==> src/rtl/core/mtpt_pkg.sv <==
// Package for the multiturn position tracker: register indexes, angle format
// codes, shift amounts and the angle alignment function. No dependencies.
package mtpt_pkg;

    localparam int unsigned AngleWidth  = 32;
    localparam int unsigned RawWidth    = 24;
    localparam int unsigned TurnWidth   = 16;
    localparam int unsigned CfgWidth    = 32;
    localparam int unsigned CfgIdxWidth = 1;

    localparam logic [CfgIdxWidth-1:0] REG_ANGLE_FORMAT    = 1'b0;
    localparam logic [CfgIdxWidth-1:0] REG_POSITION_OFFSET = 1'b1;

    localparam logic [1:0] FMT_BITS23 = 2'd0;
    localparam logic [1:0] FMT_BITS17 = 2'd1;
    localparam logic [1:0] FMT_BITS14 = 2'd2;

    localparam logic [TurnWidth-1:0] TURN_MIN = 16'h8000;
    localparam logic [TurnWidth-1:0] TURN_MAX = 16'h7fff;

    localparam logic [1:0] QUAD_BOTTOM = 2'b00;
    localparam logic [1:0] QUAD_TOP    = 2'b11;

    function automatic logic [AngleWidth-1:0] align_angle(
        input logic [RawWidth-1:0] raw,
        input logic [1:0]          fmt
    );
        logic [AngleWidth-1:0] wide;
        logic [AngleWidth-1:0] res;
        wide = {{(AngleWidth-RawWidth){1'b0}}, raw};
        unique case (fmt)
            FMT_BITS17: res = wide << 15;
            FMT_BITS14: res = wide << 18;
            default:    res = wide << 9;
        endcase
        return res;
    endfunction

endpackage

==> src/rtl/core/multiturn_position_tracker.sv <==
// A result is valid in the cycle after its item is accepted.
// Throughput: one item per cycle; the single result register is the only stage,
// and a new item is taken whenever that register is empty or being drained.
// Reset (i_rst_n low, synchronous): angle, turn count, index capture, sticky
// flags and configuration clear to zero; the result register empties.
// Depends on mtpt_pkg.
module multiturn_position_tracker (
    input  logic                                i_clk,
    input  logic                                i_rst_n,
    input  logic                                i_cfg_we,
    input  logic [mtpt_pkg::CfgIdxWidth-1:0]    i_cfg_idx,
    input  logic [mtpt_pkg::CfgWidth-1:0]       i_cfg_data,
    input  logic                                i_in_valid,
    output logic                                o_in_ready,
    input  logic                                i_rx_ok,
    input  logic [mtpt_pkg::RawWidth-1:0]       i_single_turn,
    output logic                                o_out_valid,
    input  logic                                i_out_ready,
    output logic signed [31:0]                  o_position,
    output logic signed [31:0]                  o_index_position,
    output logic                                o_origin_event,
    output logic                                o_wrap_seen,
    output logic                                o_pos_captured
);

    logic [1:0]                          r_fmt;
    logic [31:0]                         r_offset;
    logic [mtpt_pkg::AngleWidth-1:0]     r_angle;
    logic [mtpt_pkg::TurnWidth-1:0]      r_turn;
    logic [31:0]                         r_index;
    logic                                r_wrap_flag;
    logic                                r_cap_flag;
    logic                                r_out_valid;
    logic [31:0]                         r_position;
    logic [31:0]                         r_index_out;
    logic                                r_origin;

    logic                                w_accept;
    logic [mtpt_pkg::AngleWidth-1:0]     w_fresh;
    logic                                w_dec;
    logic                                w_inc;
    logic [mtpt_pkg::TurnWidth-1:0]      w_turn_inc;
    logic [mtpt_pkg::TurnWidth-1:0]      w_boundary;
    logic                                w_wrap;
    logic [mtpt_pkg::AngleWidth-1:0]     n_angle;
    logic [mtpt_pkg::TurnWidth-1:0]      n_turn;
    logic [31:0]                         n_index;
    logic                                n_wrap_flag;
    logic                                n_cap_flag;
    logic                                n_origin;

    assign o_in_ready = !r_out_valid || i_out_ready;
    assign w_accept   = i_in_valid && o_in_ready;

    always_comb begin
        w_fresh    = mtpt_pkg::align_angle(i_single_turn, r_fmt);
        w_dec      = i_rx_ok && (r_angle[31:30] == mtpt_pkg::QUAD_BOTTOM) && w_fresh[31];
        w_inc      = i_rx_ok && (r_angle[31:30] == mtpt_pkg::QUAD_TOP) && !w_fresh[31];
        w_turn_inc = r_turn + 16'd1;
        w_boundary = w_dec ? r_turn : w_turn_inc;
        w_wrap     = (w_dec && (r_turn == mtpt_pkg::TURN_MIN))
                  || (w_inc && (r_turn == mtpt_pkg::TURN_MAX));
        n_origin   = w_dec || w_inc;
        n_angle    = i_rx_ok ? w_fresh : r_angle;
        priority if (w_dec) begin
            n_turn = r_turn - 16'd1;
        end else if (w_inc) begin
            n_turn = w_turn_inc;
        end else begin
            n_turn = r_turn;
        end
        n_index     = n_origin ? ({w_boundary, 16'h0000} + r_offset) : r_index;
        n_wrap_flag = r_wrap_flag || w_wrap;
        n_cap_flag  = r_cap_flag || n_origin;
    end

    always_ff @(posedge i_clk) begin
        if (!i_rst_n) begin
            r_fmt    <= mtpt_pkg::FMT_BITS23;
            r_offset <= '0;
        end else if (i_cfg_we) begin
            unique case (i_cfg_idx)
                mtpt_pkg::REG_ANGLE_FORMAT:    r_fmt    <= i_cfg_data[1:0];
                mtpt_pkg::REG_POSITION_OFFSET: r_offset <= i_cfg_data;
                default: ;
            endcase
        end
    end

    always_ff @(posedge i_clk) begin
        if (!i_rst_n) begin
            r_angle     <= '0;
            r_turn      <= '0;
            r_index     <= '0;
            r_wrap_flag <= 1'b0;
            r_cap_flag  <= 1'b0;
            r_out_valid <= 1'b0;
        end else begin
            if (w_accept) begin
                r_angle     <= n_angle;
                r_turn      <= n_turn;
                r_index     <= n_index;
                r_wrap_flag <= n_wrap_flag;
                r_cap_flag  <= n_cap_flag;
                r_out_valid <= 1'b1;
            end else if (i_out_ready) begin
                r_out_valid <= 1'b0;
            end
        end
    end

    always_ff @(posedge i_clk) begin
        if (w_accept) begin
            r_position  <= {n_turn, n_angle[31:16]};
            r_index_out <= n_index;
            r_origin    <= n_origin;
        end
    end

    assign o_out_valid      = r_out_valid;
    assign o_position       = r_position;
    assign o_index_position = r_index_out;
    assign o_origin_event   = r_origin;
    assign o_wrap_seen      = r_wrap_flag;
    assign o_pos_captured   = r_cap_flag;

    a_origin_sets_captured: assert property (@(posedge i_clk) disable iff (!i_rst_n)
        o_out_valid && o_origin_event |-> o_pos_captured)
        else $error("origin item without captured flag");

    a_failed_reply_holds: assert property (@(posedge i_clk) disable iff (!i_rst_n)
        w_accept && !i_rx_ok |=> $stable(r_angle) && $stable(r_turn) && $stable(r_index))
        else $error("failed reply changed tracker state");

    a_wrap_sticky: assert property (@(posedge i_clk) disable iff (!i_rst_n)
        r_wrap_flag |=> r_wrap_flag)
        else $error("wrap flag cleared");

    a_captured_sticky: assert property (@(posedge i_clk) disable iff (!i_rst_n)
        r_cap_flag |=> r_cap_flag)
        else $error("captured flag cleared");

    a_turn_steps_by_one: assert property (@(posedge i_clk) disable iff (!i_rst_n)
        w_accept && n_origin |=> (r_turn == $past(r_turn) + 16'd1)
                              || (r_turn == $past(r_turn) - 16'd1))
        else $error("turn count moved by more than one");

endmodule
==> config.mk <==
export PLATFORM = sky130hd
export DESIGN_NAME = multiturn_position_tracker
export DESIGN_NICKNAME = d
export VERILOG_FILES = /design/src/rtl/core/mtpt_pkg.sv /design/src/rtl/core/multiturn_position_tracker.sv
export SDC_FILE = /design/constraint.sdc
export NUM_CORES = 1
export LEC_CHECK = 0
export BUFFER_PORTS_ARGS = -buffer_cell sky130_fd_sc_hd__buf_2
export CAP_MARGIN = 0
export CORE_MARGIN = 5
export CORE_UTILIZATION = 45
export CTS_BUF_LIST = sky130_fd_sc_hd__clkbuf_4
export DETAILED_ROUTE_END_ITERATION = 16
export PLACE_DENSITY = 0.66
export RECOVER_POWER = 100
export REMOVE_ABC_BUFFERS = 1
export SETUP_SLACK_MARGIN = 0.02
export SYNTH_ARGS = -nofsm -noshare
export SYNTH_HDL_FRONTEND = slang
export SYNTH_SLANG_ARGS = --single-unit
==> constraint.sdc <==
create_clock -name i_clk -period 6.75 [get_ports i_clk]
set_input_delay 0.3375 -clock i_clk [delete_from_list [all_inputs] [get_ports i_clk]]
set_output_delay 0.3375 -clock i_clk [all_outputs]
set_load 0.1 [all_outputs]
* After elaboration in Yosys (flattened, before gate mapping)
Cells that the tools add are included.
Word-level totals: register bits 182, input port bits 63, output and inout bits 69, word-level logic and storage cells 48
Operators by class: add/sub/neg operators 3, equal/unequal tests 5, muxes and demuxes 8, bitwise operators 1, reduce and logical (&&, ||, !) cells 19
Operator list (count):
- $mux 32 | 2
- $pmux 32 s2 | 1
- $mux 16 | 3
- $add 32x32->32 | 1
- $add 16x1->16 const B | 1
- $eq 16x15->1 const B | 1
- $eq 16x16->1 const B | 1
- $sub 16x1->16 const B | 1
- $logic_and 1x1->1 | 7
- $reduce_and 2->1 | 3
- $logic_or 1x1->1 | 5
- $eq 2x2->1 const B | 2
- $eq 2x1->1 const B | 1
- $logic_not 1->1 | 2
- $logic_not 2->1 | 1
- $mux 1 | 2
- $reduce_bool 2->1 | 1
- $not 1->1 | 1

* Logic depth before layout (Yosys ltp)
depth after elaboration 7, gate-level depth with buffers 17, mapped depth without buffers 14

* Worst setup path after synthesis
OpenSTA, ideal clock, no wires.
path kind register to register, from register r_out_valid, in the netlist o_out_valid, to register r_index_out[0], in the netlist o_index_position[0] (enable), library setup time 454 ps, arrival 3963 ps, required time 6296 ps, setup slack 2332 ps, stages on the path, launching flop included 5, buffers on the path 1, period minus slack after synthesis 4418 ps, cells stage by stage dfxtp_1 nand2b_1 nand2_1 clkinv_1 clkbuf_1
Between the ends: word-level cells in the longest chain between the ends 3
RTL lines:
- start, declared | line multiturn_position_tracker.sv:33 | logic r_out_valid;
- start signal, assigned | line multiturn_position_tracker.sv:97 | r_out_valid <= 1'b0;
- start signal, assigned | line multiturn_position_tracker.sv:105 | r_out_valid <= 1'b1;
- start signal, assigned | line multiturn_position_tracker.sv:107 | r_out_valid <= 1'b0;
- $logic_not 1->1 | line multiturn_position_tracker.sv:52 | assign o_in_ready = !r_out_valid || i_out_ready;
- $logic_or 1x1->1 | line multiturn_position_tracker.sv:52
- via o_in_ready | line multiturn_position_tracker.sv:14 | output logic o_in_ready,
- $logic_and 1x1->1 | line multiturn_position_tracker.sv:53 | assign w_accept = i_in_valid && o_in_ready;
- via w_accept | line multiturn_position_tracker.sv:38 | logic w_accept;
- end signal, assigned | line multiturn_position_tracker.sv:115 | r_index_out <= n_index;
- end, declared | line multiturn_position_tracker.sv:35 | logic [31:0] r_index_out;
The timed path passes the listed nets, and every way through them passes these cells. A chain may end at the register's enable or synchronous reset.

* Final worst setup path
from register r_out_valid, in the netlist o_out_valid, to register r_turn[9] (netlist name)
Between the ends: word-level cells in the longest chain between the ends 3
RTL lines:
- $logic_not 1->1 | line multiturn_position_tracker.sv:52
- $logic_or 1x1->1 | line multiturn_position_tracker.sv:52
- $logic_and 1x1->1 | line multiturn_position_tracker.sv:53
- end signal, assigned | line multiturn_position_tracker.sv:101 | r_turn <= n_turn;
- end, declared | line multiturn_position_tracker.sv:29 | logic [mtpt_pkg::TurnWidth-1:0] r_turn;
Every way passes these cells.

==> metrics <==
DRT antenna net count 0; Die ar. around 20000 sq um; WL/cell 15.1 um; worst slew pin tran ~4.7 ns; Final period util 78.2%; Min Hold Slack 0.0664 ns; Final Wtd Congestion about 0.83; Primary FF master, synth dfxtp_1; Fmax 189 MHz; sequential-to-total area share from yosys stat ~50%; drc violations 0; Post-Synth XOR/XNOR Area 5.28%; flops & latches, synth 166; Synth Area in Adders 3.71%; pwr dens 248 nW/um^2; area fraction in compound gates after synthesis 14.7%; largest net degree at the start of global routing 90; vias in the first global route 6367; CP endpoint kind register; CP Data Required Time approximately 7.1 ns; total core area around 17000 sq um; Hold Crit Class in -> reg; final hold violations 0; first-pass GRT wire length 31300 um; placed cell area roughly 8700 sq um; fin util 53.3%; Critical Path Fanout Max 89; Site Rows 48; clock transition at the registers of the reported paths between 0.1 and 0.15 ns; total number of vias approximately 6.6k; RSZ-0062 raised after global routing false; syn avg cell area 8.83 sq um; Leak between 3 and 4 nW; final worst-path setup slack between 1 and 1.5 ns; root buffer cell clkbuf_4; proportion of layout cells with a drive suffix above 1 9.96%; vias per cell 5.22; Post-Synth Simple-Gate Area 20.6%; clock period minus worst slack around 5.3 ns; die width about 140 um; status finished, violations left; H-tree levels 4; drt total wl 19200 um; Async SR Flop Fraction 0%; Post-synth EDFFs 65; TritonCTS buffer count 17; final std cells w/o fill 1270; CTS sink count 166; detailed placement HPWL 12400 um; peak supply drop 115 uV; Inst Count DP roughly 1.2k; initial antenna violation count 1; final net count 1117; Clock Latency Late Sink about 0.57 ns; WS Path Type reg -> reg; synthesis-to-layout area growth 15.9%; max_slew headroom -214%; Max clock buf depth 2; post-synthesis mux area share 2.23%; total gr overflow 0; synth warn 0; drt first pass iters 5; failing checks max-capacitance violations, max-slew violations; I/O pin count 132; die height 143 um; clk_skew ~0.017 ns; WP data arrival 5.67 ns; Slew Viols, Final 140; all-layer global routing usage between 10% and 20%; Yosys cell types 64; setup TNS 0 ns; setup slack at placement 1.91 ns; synthesized cell area 7960 sq um; main combinational cell family by area after synthesis simple AND/OR/NAND/NOR gates; post-CTS setup buffer count 0; number of I/O port buffers 130; Power, Total 2.29 mW; Final Cell Area between 9000 and 10000 sq um; CTS tree yes; # setup viols final 0; max-cap violations 2; crit start category register; Filler Cell Count between 1.5k and 2k; post-synthesis cell count approximately 900; Initial Utilization roughly 46%; DRT iter0 DRCs slightly below 500
[path summary, 6_finish.rpt]
path                from           to  slack [ns]  cells past startpoint
min reg2reg  r_angle[20]  r_angle[20]        0.46                      2
max reg2reg  o_out_valid    r_turn[9]        1.47                      8
max          o_out_valid    r_turn[9]        1.47                      8
min             i_cfg_we     r_fmt[1]        0.07                      3
[registers in the layout, indices dropped and copies added, names as in the netlist, 2 cells and up]
name and count:
r_turn 16, r_angle 16, r_index 32, o_index_position 32, r_fmt 2, r_offset 32
o_position 32
[power breakdown]
group / internal (mW) / total, mW / switching, mW
logic: 0.126 / 0.557 / 0.431
clock network: 0.220 / 0.584 / 0.364
registers: 1.11 / 1.15 / 0.0374
[cell type report]
type	count	area (sq um)	share of cell area, %
timing repair buffer	171	938	10.2
clock inverter	15	154	1.67
sequential	166	3970	43.1
multi-input combinational	664	3700	40.1
clock buffer	17	128	1.38
antenna	1	2.50	0.0271
tap	225	282	3.05
inverter	11	42.5	0.461
[cell usage in the layout (no fill, tap or decap), drive strengths merged, types with 3 or more instances in the layout]
master / instances
o21ai: 42
clkbuf: 91
o31ai: 4
xor2: 15
clkinvlp: 7
edfxtp: 65
nand3: 17
dlygate4sd3: 33
a22oi: 15
xnor2: 33
buf: 64
a31oi: 3
mux2: 14
dfxtp: 101
a21oi: 100
clkinv: 4
inv: 13
nor2b: 3
nand2: 263
nand2b: 6
a211oi: 5
nand4: 5
nor4: 9
nor3: 14
o21a: 6
and2: 3
o31a: 3
o211ai: 3
a21o: 3
nor2: 36
or3: 7
ha: 22
[layer usage]
metal | share of wire [%] | GRT usage (%) | up-vias | wire (um)
met5 | 0 | 0 | - | 0
met4 | 1.6 | 6.35 | 0 | 314
met3 | 6.2 | 4.32 | 25 | 1200
met2 | 48 | 32.4 | 189 | 9290
met1 | 44 | 23.9 | 3031 | 8390
li1 | - | - | 3381 | -
[synthesized netlist by cell type, types with 15 or more instances]
library cell,instances,area [sq um]
a21oi_1,99,495
a22oi_1,15,113
clkbuf_1,44,165
dfxtp_1,101,2020
edfxtp_1,65,1950
ha_1,22,275
nand2_1,263,987
nand3_1,17,85.1
nor2_1,35,131
o21ai_0,41,205
xnor2_1,33,289
xor2_1,15,131
[logic make-up (layout without fill, tap and decap cells)]
group | after synthesis | in the layout
flip-flops | 166 | 166
XOR/XNOR | 48 | 48
multiplexers | 16 | 16
adder cells (fa/ha/maj) | 23 | 23
buffers and inverters | 71 | 214
other | 0 | 1
AO/OA/AOI/OAI | 200 | 200
AND/OR/NAND/NOR | 377 | 377
[timing repair]
action | CTS | global route
hold endpoints to repair | 34 | 0
hold buffers | 33 | 0
gates resized for setup | 0 | 0
[worst max-delay path, cell delays in order, from the launching register on]
cell and delay (ns):
dfxtp_1 0.34, nand2b_1 0.11, nand2_1 0.06, buf_4 0.24, clkinv_2 0.08, clkbuf_1 3.30, o21ai_0 0.55, xor2_1 0.32
nor2_1 0.05
(Power assumes the default switching activity.)
